--- src/rtl/time_window_arc_pruner_top_assert.svh ---
// Assertion macros used by the arc pruner top level
`ifndef TIME_WINDOW_ARC_PRUNER_TOP_ASSERT_SVH
`define TIME_WINDOW_ARC_PRUNER_TOP_ASSERT_SVH

// same-cycle implication, reset masks the check
`define TWAP_ASSERT_IMP(lbl, clk, rst_n, ante, cons, msg) \
	lbl: assert property (@(posedge clk) disable iff (!rst_n) (ante) |-> (cons)) \
	else $error(msg);

// next-cycle implication, reset masks the check
`define TWAP_ASSERT_NXT(lbl, clk, rst_n, ante, cons, msg) \
	lbl: assert property (@(posedge clk) disable iff (!rst_n) (ante) |=> (cons)) \
	else $error(msg);

`endif

--- src/rtl/twap_ram.sv ---
// Generic simple dual-port RAM with registered read
module twap_ram #(
	parameter int WIDTH = 24,
	parameter int DEPTH = 64
) (
	input  logic                     clk,
	input  logic                     we,
	input  logic [$clog2(DEPTH)-1:0] waddr,
	input  logic [WIDTH-1:0]         wdata,
	input  logic                     re,
	input  logic [$clog2(DEPTH)-1:0] raddr,
	output logic [WIDTH-1:0]         rdata
);
	logic [WIDTH-1:0] mem [DEPTH];

	always_ff @(posedge clk) begin
		if (we) begin
			mem[waddr] <= wdata;
		end
		if (re) begin
			rdata <= mem[raddr];
		end
	end
endmodule

--- config.mk ---
export PLATFORM = sky130hd
export DESIGN_NAME = twap_ram
export DESIGN_NICKNAME = d
export VERILOG_FILES = /design/src/rtl/time_window_arc_pruner_top_assert.svh /design/src/rtl/twap_ram.sv
export SDC_FILE = /design/constraint.sdc
export NUM_CORES = 1
export LEC_CHECK = 0
export ABC_AREA = 1
export BUFFER_PORTS_ARGS = -buffer_cell sky130_fd_sc_hd__buf_2
export CAP_MARGIN = 20
export CORE_MARGIN = 3
export CORE_UTILIZATION = 30
export DETAILED_ROUTE_END_ITERATION = 10
export GPL_ROUTABILITY_DRIVEN = 0
export GPL_TIMING_DRIVEN = 1
export PLACE_DENSITY = 0.45
export SYNTH_ARGS = -nofsm -noshare
export SYNTH_HDL_FRONTEND = slang
export SYNTH_SLANG_ARGS = --single-unit
--- constraint.sdc ---
create_clock -name clk -period 8.7 [get_ports clk]
set_input_delay 0.435 -clock clk [delete_from_list [all_inputs] [get_ports clk]]
set_output_delay 0.435 -clock clk [all_outputs]
set_load 0.02 [all_outputs]
=== After elaboration in Yosys (flattened, before gate mapping) ===
Memories as Yosys holds them, arrays and structs flattened. A register that Yosys moved wholly into a read port is not among the register bits.
Index checks and enable logic that the tools add are counted.

* Register bits after elaboration: 0
* Latch bits: 0
* RAM bits: 1536
* ROM bits: 0
* Input port bits: 39
* Output and inout port bits: 24
* Memories kept: 1

{| class="wikitable"
|+ Memories
! name !! words !! width !! rd ports !! clocked after Yosys merged registers in !! wr ports !! RTL line !! source
|-
| mem || 64 || 24 || 1 || 1 || 1 || twap_ram.sv:14 || <nowiki>logic [WIDTH-1:0] mem [DEPTH];</nowiki>
|}

* Add/sub/neg operators: 0
* $mul: 0
* Div/mod/pow operators: 0
* $lt $le $gt $ge: 0
* Equality and inequality tests: 0
* Shifts and indexed selects: 0
* Mux-type cells: 2
* Bitwise logic cells: 0
* Reduce and logical (&&, ||, !) cells: 0

{| class="wikitable"
|+ Operators by type and width
! cell !! count
|-
| $mux W1 || 2
|}

=== Depth between registers and ports, before layout ===
* Depth after elaboration: 2
* Depth in mapped cells: 13
* Mapped depth without buffers: 9

=== Worst setup path after synthesis ===
OpenSTA, ideal clock, no wires.

* Path kind: input to register
* Start point: in we
* End point: mem mem[48][0] (enable)
* Arrival time: 3.311 ns
* Slack: 4.923 ns
* Stages on the path: 3
* Path buffers: 1
* Cells stage by stage: clkbuf_1 nand4_1 nor4_1

* Longest elaborated chain between the ends: 2

{| class="wikitable"
|+ RTL lines
! element !! RTL line !! source
|-
| start, declared || twap_ram.sv:7 || <nowiki>input logic we,</nowiki>
|-
| $mux W1 || twap_ram.sv:17 || <nowiki>if (we) begin</nowiki>
|-
| $mux W1 (implied by the code) || twap_ram.sv:18 || <nowiki>mem[waddr] <= wdata;</nowiki>
|-
| end, declared || twap_ram.sv:14 ||
|}

Every way passes these cells.

==> impl_metrics.toml <==
[flow_run]
drv_cap = 0

[clocking]
cts_tree = "done"
clkTransAtPathRegs_ps = 60
insertion_delay_ps = 800
ctsResizeCount = 0
cts_num_sinks = 1560
clk_path_buf_depth = 3
htree_levels = 4
clockRootBuffer = "clkbuf_16"
postCtsHoldBufs = 2
post_cts.repair.setup_buffers = 0
numCtsBuffers = 172

[placement]
port_buffers = 62
hpwl_um = 103000
dp_worst_setup_slack_ps = 4530

[power_and_ir_drop]
power.total_mw = 16.2
powerDensity_nw_per_um2 = 226
p_leak_nw = 25.0
vdd_ir_drop_max_mv = 0.176

[yosys]
synth_xor_area_share_pct = 0
synth_cell_type_count = 16
synthSimpleGateAreaFrac_pct = 22.4
syn-cell-area_um2 = 63000
syn_nets = 5269
synth_fa_ha_area_share_pct = 0
synth_seq_area_share_pct = 74.4
synthMuxAreaShare_pct = 0
synth_top_family_by_area = "simple AND/OR/NAND/NOR gates"
yosysWarnings = 0
synth.avg_cell_area_um2 = 12.0
ys_seq_elements = 1560
synthCells = 5230
synth_compound_area_share_pct = 0

[setup_path]
worst_ep_required_time_ps = 9340
worst_path_largest_cell_delay_ps = 760
cp_cell_sequence = "buf_8, buf_12, buf_4, nand2_1, nand3_1, nand3_1, nand2_1, nand2_1, nand3_1, nand3_1, nand2_1"
start_kind = "input port"
slowest_stage = "buf_4"
worstPathArrival_ps = 4120
reg2reg_setup_slack_ps = 6700
rr_endpoint = "rdata[14]$_DFFE_PP_"
rr_startpoint = "mem[19][14]$_DFFE_PP_"
worst_r2r_path_depth = 8
critPathMaxFanout = 150
crit_type = "in2reg"
cp-end-kind = "flop"

[sta]
setup_tns_ps = 0
slew_headroom_pct = 24.2
clock.fmax_mhz = 287
clock-skew-final_ps = 25.3
post-route-min-period_ps = 3480
grt_setup_unrepaired = "false"
setup_viol = 0
holdWs_ps = 172
fin_crit_sh_pct = 40.0
worst_pin_slew_ps = 1130
worst_slack_ps = 5220
hold_viol_final = 0
slew_viol_final = 0

[drt]
via_per_inst = 4.93
drtPass1Iterations = 5
final_antenna_net_count = 0
drc = 0
wl_um = 204000
num_vias = 40339
drtIter0Drc = 3737
wl_per_cell_um = 24.9

[die]
floorplan.initialDensity_pct = 30.3
ios = 63
core-area_um2 = 208000
die_height_um = 464
die_x_um = 464
num_rows = 167
die-area_um2 = 216000

[worst_hold_path]
hp-class = "in2reg"
min_from = "waddr[1]"
min_to = "mem[52][1]$_DFFE_PP_"
holdPathStages = 2

[global_route]
grt_overflow = 0
use_met3_pct = 2.24
grt.total_usage_pct = 18.5
busiest_layer = "met2"
use_met2_pct = 30.1
grt_max_degree = 176
grt_pass1_wl_um = 292000
grt_pass1_vias = 38840
antenna_found_initial = 14
met1_usage_pct = 25.9

[outcome]
status = "finished clean"

[finish]
final_cell_mix = "nand2_1, edfxtp_1, nand3_1, clkbuf_16, buf_4"
nets = 5295
final_common_cell = "nand2_1"
areaGrowthSynthToFinish_pct = 13.5
fin_util_pct = 34.4
drive_above_1_share_pct = 8.76
-- metrics by stage --
stage | area [µm²] | instances
6_report | 71500 | 8184
5_1_grt | 71500 | 8179
4_1_cts | 71400 | 8175
3_5_place_dp | 66300 | 7866
3_3_place_gp | 66200 | 7862
2_1_floorplan | 63000 | 5230
-- sequential cells by signal, summed over array words and instances (netlist names) --
register / count
rdata: 24
mem: 1536
-- layout make-up --
class	instances	area [µm²]
diodes	7	17.5
clock buffers	220	4510
clock inverters	87	592
fillers	20535	136000
inverters	12	78.8
multi-input cells	3320	14400
flip-flops and latches	1560	46800
well taps	2788	3490
repair buffers	190	1560
-- worst max path at each step --
stage                        start                    to  slack [ps]  cells after the start
after floorplan                 we  mem[48][0]$_DFFE_PP_        4920                      3
after global placement    raddr[0]   rdata[14]$_DFFE_PP_        4540                     11
after detailed placement  raddr[0]   rdata[14]$_DFFE_PP_        4530                     11
after CTS                 raddr[0]   rdata[14]$_DFFE_PP_        5390                     11
after global routing      raddr[0]   rdata[14]$_DFFE_PP_        5180                     11
final                     raddr[0]   rdata[14]$_DFFE_PP_        5220                     11
-- cell families after synthesis --
group,after synthesis
AND/OR/NAND/NOR,3320
buffers and inverters,350
flip-flops,1560
-- power by group --
part / internal (mW) / switching, mW / total, mW
Combinational: 0.222 / 0.795 / 1.02
Sequential: 8.34 / 0.0373 / 8.38
Clock: 3.77 / 3.01 / 6.78
-- cells in the mapped netlist --
library cell	instances	share of area, %
buf_1	27	0.16
buf_2	169	1.3
buf_4	30	0.36
buf_6	44	0.79
buf_8	4	0.095
clkbuf_1	64	0.38
clkinv_1	1	0.0060
edfxtp_1	1560	74
inv_1	9	0.054
inv_2	1	0.0060
inv_4	1	0.0099
nand2_1	1944	12
nand3_1	1303	10
nand4_1	9	0.089
nor2_1	56	0.33
nor4_1	8	0.079
-- critical path, delay by kind of cell --
kind,cells,cell delay [ps]
and+or+nand+nor,8,1540
buffers and inverters,3,1750
-- metal layers --
metal / vias to the layer above / share of wire (%) / wire (µm)
met2: 1100 / 47 / 96900
li1: 18532 / - / -
met5: - / 0.0064 / 13
met4: 2 / 2.9 / 5880
met3: 266 / 4.7 / 9490
met1: 20439 / 45 / 91700
No activity file was read; power rests on OpenSTA's default activity.
