--- config.mk ---
export PLATFORM = sky130hd
export DESIGN_NAME = twap_check
export DESIGN_NICKNAME = d
export VERILOG_FILES = /design/src/rtl/time_window_arc_pruner_top_assert.svh /design/src/rtl/twap_pkg.sv /design/src/rtl/twap_check.sv
export SDC_FILE = /design/constraint.sdc
export NUM_CORES = 1
export LEC_CHECK = 0
export ABC_AREA = 0
export BUFFER_PORTS_ARGS = -buffer_cell sky130_fd_sc_hd__buf_2
export CORE_MARGIN = 4
export CORE_UTILIZATION = 40
export DETAILED_ROUTE_END_ITERATION = 12
export PLACE_DENSITY = 0.63
export SLEW_MARGIN = 0
export SYNTH_ARGS = -nofsm -noshare
export SYNTH_HDL_FRONTEND = slang
export SYNTH_SLANG_ARGS = --single-unit
export TNS_END_PERCENT = 100
--- constraint.sdc ---
create_clock -name vclk -period 11.6
set_clock_uncertainty 0.2 [all_clocks]
set_input_delay 0 -clock vclk [all_inputs]
set_output_delay 0 -clock vclk [all_outputs]
set_load 0.005 [all_outputs]
--- src/rtl/time_window_arc_pruner_top_assert.svh ---
// Assertion macros used by the arc pruner top level
`ifndef TIME_WINDOW_ARC_PRUNER_TOP_ASSERT_SVH
`define TIME_WINDOW_ARC_PRUNER_TOP_ASSERT_SVH

// same-cycle implication, reset masks the check
`define TWAP_ASSERT_IMP(lbl, clk, rst_n, ante, cons, msg) \
	lbl: assert property (@(posedge clk) disable iff (!rst_n) (ante) |-> (cons)) \
	else $error(msg);

// next-cycle implication, reset masks the check
`define TWAP_ASSERT_NXT(lbl, clk, rst_n, ante, cons, msg) \
	lbl: assert property (@(posedge clk) disable iff (!rst_n) (ante) |=> (cons)) \
	else $error(msg);

`endif

--- src/rtl/twap_pkg.sv ---
// Shared types and codes of the arc pruner
package twap_pkg;

	localparam int TICK_W     = 24;
	localparam int IDX_W      = 6;
	localparam int ACT_W      = 2;
	localparam int VERD_W     = 3;
	localparam int CFG_IDX_W  = 2;
	localparam int CFG_DATA_W = 7;
	localparam int CNT_W      = 7;

	// action codes
	localparam logic [ACT_W-1:0] ACT_LOAD_NODE = 2'd0;
	localparam logic [ACT_W-1:0] ACT_LOAD_DIST = 2'd1;
	localparam logic [ACT_W-1:0] ACT_EVAL      = 2'd2;

	// verdict codes
	localparam logic [VERD_W-1:0] VERD_KEPT    = 3'd0;
	localparam logic [VERD_W-1:0] VERD_EXCL    = 3'd1;
	localparam logic [VERD_W-1:0] VERD_LATE    = 3'd2;
	localparam logic [VERD_W-1:0] VERD_NORET   = 3'd3;
	localparam logic [VERD_W-1:0] VERD_PRUNED  = 3'd4;

	// register indexes
	localparam logic [CFG_IDX_W-1:0] REG_NODE_COUNT = 2'd0;
	localparam logic [CFG_IDX_W-1:0] REG_SOURCE     = 2'd1;
	localparam logic [CFG_IDX_W-1:0] REG_SINK       = 2'd2;

	// register reset values
	localparam logic [CNT_W-1:0] RST_NODE_COUNT = 7'd64;
	localparam logic [IDX_W-1:0] RST_SOURCE     = 6'd0;
	localparam logic [IDX_W-1:0] RST_SINK       = 6'd1;

	// outcome of testing one intermediate node
	typedef struct packed {
		logic prune;
		logic detour;
	} kchk_t;

endpackage

--- src/rtl/twap_check.sv ---
// Prune and detour test for one intermediate node k
module twap_check #(
	parameter int TIME_BITS = 24
) (
	input  logic [TIME_BITS-1:0] oi,
	input  logic [TIME_BITS-1:0] ci,
	input  logic [TIME_BITS-1:0] si,
	input  logic [TIME_BITS:0]   cisi,
	input  logic [TIME_BITS-1:0] oj,
	input  logic [TIME_BITS-1:0] ok,
	input  logic [TIME_BITS-1:0] ck,
	input  logic [TIME_BITS-1:0] sk,
	input  logic [TIME_BITS-1:0] dik,
	input  logic [TIME_BITS-1:0] dkj,
	output twap_pkg::kchk_t      chk,
	output logic [TIME_BITS-1:0] latest
);
	localparam int W = TIME_BITS + 4;

	logic signed [W-1:0] ak, reach, lkj_raw, lkj, lik_raw, lik;

	function automatic logic signed [W-1:0] sx(input logic [TIME_BITS-1:0] v);
		return $signed({4'b0000, v});
	endfunction

	// arrival at k, i served from its close; reach of j via k; the two tests
	always_comb begin
		ak      = $signed({3'b000, cisi}) + sx(dik);
		reach   = ((ak >= sx(ok)) ? ak : sx(ok)) + sx(sk) + sx(dkj);
		lkj_raw = sx(oj) - sx(dkj) - sx(sk);
		lkj     = (lkj_raw < sx(ck)) ? lkj_raw : sx(ck);
		lik_raw = lkj - sx(dik) - sx(si);
		lik     = (lik_raw < sx(ci)) ? lik_raw : sx(ci);
		chk.prune  = (ak <= sx(ck)) && (reach <= sx(oj));
		chk.detour = (lkj >= sx(ok)) && (lik >= sx(oi));
		latest     = lik[TIME_BITS-1:0];
	end
endmodule

Yosys cells after proc, flatten, opt, wreduce, memory -nomap -nowiden. Cells that the tools add are included.

Magnitude comparators: 7. Muxes and demuxes: 3. Reduce and logical (&&, ||, !) cells: 2. $add $sub $neg: 7.

Operator list (count): 28-bit by 25-bit >= comparator with 1-bit output (2); 28-bit two-way mux (2); 28-bit by 25-bit subtractor with 28-bit output (2); 27-bit by 24-bit adder with 28-bit output (1); 28-bit by 25-bit less-or-equal comparator with 1-bit output (1); 28-bit by 25-bit < comparator with 1-bit output (1); 26-bit by 24-bit adder with 27-bit output (1); 25-bit by 24-bit adder with 26-bit output (1); 26-bit by 24-bit >= comparator with 1-bit output (1); 26-bit by 24-bit less-or-equal comparator with 1-bit output (1); 26-bit by 25-bit < comparator with 1-bit output (1); 26-bit two-way mux (1); 25-bit by 25-bit subtractor with 26-bit output (1); 24-bit by 24-bit subtractor with 25-bit output (1); 1-bit logical AND (2).

Register bits after elaboration: 0. Word-level logic and storage cells: 19. Input bits: 241. Output and inout port bits: 26.

Longest topological paths before layout.
Word-level depth: 10. Gate-level depth with buffers: 68. Mapped depth without buffers: 64.

Least setup slack after synthesis. No wires, ideal clock.

Kind: input -> output. From: input dkj[2]. To: output chk[0] (netlist name). Slack: -1.213 ns. Stages: 65. Required time: 11.400 ns. Buffers on the path: 5. Arrival: 12.613 ns. Cell sequence: inv_1 ha_1 nor2b_1 o31a_1 o41a_1 a21o_1 o21a_1 o21ai_0 nand2b_1 a21oi_1 xnor2_1 ha_1 a21oi_1 a21boi_0 a311oi_1 nand2_1 a21oi_1 o21bai_1 (+29 left out) a211oi_1 nor2_1 a2111oi_0 nand3_1 ha_1 clkbuf_1 clkbuf_1 mux2_2 ha_1 a21o_1 a21o_1 a21o_1 a21oi_1 o21ai_0 o211a_1 or4_1 o221ai_1 a2111oi_0.

RTL lines: start: declaration (RTL line twap_check.sv:14) `input logic [TIME_BITS-1:0] dkj,`; end: declaration (RTL line twap_check.sv:15) `output twap_pkg::kchk_t chk,`.

==> flow_summary.toml <==
[run_status]
status = "complete, but fails checks"
violations = "setup timing"

[layout]
seq_cells = 0
register_area_um2 = 0
design_area_um2 = 16100
syn_to_final_growth_pct = 34.1
final_common_cell = "inv_1"
nFillCells = 2887
clockBufferCount = 0
final_cell_mix = "inv_1, ha_1, buf_2"
final_util_pct = 54.3
layout-drive-gt1-share_pct = 30.3
multi_input_area_um2 = 11300
nets = 2660

[die]
coreArea_um2 = 29600
die_y_um = 181
die_w_um = 181
initial_core_util_pct = 40.5
ios = 267
rows = 63
dieArea_um2 = 32800

[global_routing]
met2_usage_pct = 41.4
grt_busiest_layer = "met2"
use_met1_pct = 29.4
grt_pass1_wl_mm = 63.2
grt_pass1_vias = 13100
grt_overflow = 0
grt_max_degree = 21
antenna_found_initial = 19
met3_usage_pct = 3.20
track_usage_pct = 23.3

[min_path]
hold_class = "in2out"

[route]
wirelength_mm = 40.5
ant_nets = 0
avgRoutedWirePerCell_um = 16.4
dr.pass1.iters = 4
drc_errors = 0
vias = 13000
via_per_inst = 5.26
drt_iter0_markers = 458

[critical_path]
crit_arrival_ps = 12020
start_kind = "input pin"
critical_path_class = "in2out"
cp.required_ps = 11400
critPathMaxFanout = 6
endpoint_kind = "output pin"
cp_slowest_stage_delay_ps = 560
crit_path_top_delay_cell = "fa_1"

[sta]
slew_headroom_pct = 35.2
fin_crit_ps = 12220
rsz0062_at_grt = "true"
worst_slew_pin_slew_ps = 948
finalMaxSlewViolations = 0
setup_tns_ps = -623
fin_crit_sh_pct = 105
setup_ws_ps = -623
fin_hold_ws_ps = 133
hold_violations = 0
max_freq_mhz = 81.8
setup_viol = 1

[place]
dpl_cell_area_um2 = 15400
hpwl_mm = 36.3
place_congestion = 0.947
port-buffer-count = 267

[synthesis]
synth.distinct_cells = 66
synth_nets = 2172
synth_area_um2 = 12000
ys_seq_area_share_pct = 0
synth_warnings = 0
avgSynthCellArea_um2 = 7.54
syn_inst = 1590

[power]
p_clk_share_pct = 0
intPower_uw = 2540
switching_share_pct = 48.3
switching_power_uw = 2370
irDropWorstVdd_uv = 420
p_per_area_nw_per_um2 = 305
p_leak_uw = 0.00894
p_comb_share_pct = 100.0
p_seq_share_pct = 0

[job]
cap_violations = 0
power by group through the flow:
stage	registers, uW	clock network [uW]	logic (uW)
floorplan	0	0	2790
global placement	0	0	4360
detailed placement	0	0	4440
CTS	0	0	4820
global route	0	0.0000693	5460
finish	0	0.0000925	4910
cell type report:
cell class | instances | area share, %
diodes | 8 | 0.124
inverters | 296 | 6.92
multi-input cells | 1281 | 70.2
well taps | 390 | 3.03
repair buffers | 499 | 19.7
per-stage QoR:
step	total power, uW	instances	worst slack (ps)
after global placement	4360	2445	-710
after CTS	4820	2462	-712
final	4910	2474	-623
after global routing	5460	2472	-1130
after detailed placement	4440	2445	-1060
after floorplan	2790	1590	-228
final timing paths:
path	start	to	cells past startpoint
min	ci[3]	latest[3]	3
max	oj[0]	chk[0]	63
worst max-delay path: cells and delay by family:
| kind | cells | cell delay [ps] |
|---|---|---|
| AOI/OAI and AO/OA | 34 | 5700 |
| xor gates and xnor gates | 3 | 350 |
| adders and majority gates | 10 | 3040 |
| buffers and inverters | 4 | 450 |
| muxes | 2 | 660 |
| and+or+nand+nor | 10 | 1810 |
repair_timing:
item                       CTS  global route
resized for setup           83            17
gates cloned                 2             0
hold buffers                 0             0
setup buffers               16             4
hold endpoints to repair     0             0
setup endpoints to repair    1             5
pin swaps                   76            50
synth_stat cells (all sizes together) (6+ instances only):
cell type / count / area, um2
o21bai: 14 / 105
nor2b: 18 / 113
ha: 289 / 3620
o21a: 25 / 188
a211o: 6 / 52.6
nand3: 26 / 130
a211oi: 25 / 198
or3: 8 / 50.1
nor2: 104 / 390
inv: 296 / 1110
o21ai: 71 / 359
a21o: 88 / 661
o31ai: 13 / 103
a31oi: 9 / 56.3
fa: 52 / 1040
nor3: 21 / 105
a21oi: 125 / 626
clkbuf: 8 / 30.0
nand4: 34 / 219
xnor2: 73 / 639
a21boi: 7 / 52.6
o211ai: 9 / 67.6
xor2: 24 / 210
mux2i: 30 / 300
and3: 8 / 50.1
nand2b: 18 / 113
nand2: 72 / 270
mux2: 40 / 450
and2: 6 / 37.5
per-layer routing:
metal  up-vias  part of all wire (%)
li1       6597                     -
met1      5975                    44
met2       345                    47
met3        77                   5.6
met4        22                   3.2
met5         -                  0.42
kinds of logic (layout without fill, tap and decap cells):
| group | count (synthesis) | count (layout) | share of synthesized area (%) |
|---|---|---|---|
| fa+ha+maj | 341 | 341 | 38.8 |
| buf+inv | 309 | 795 | 10.1 |
| other cells | 0 | 8 | 0 |
| compound gates | 441 | 441 | 24.3 |
| mux | 70 | 70 | 6.26 |
| xor+xnor | 97 | 97 | 7.08 |
| simple gates | 332 | 332 | 13.4 |
Note: power is estimated with default switching activity, not from simulation.
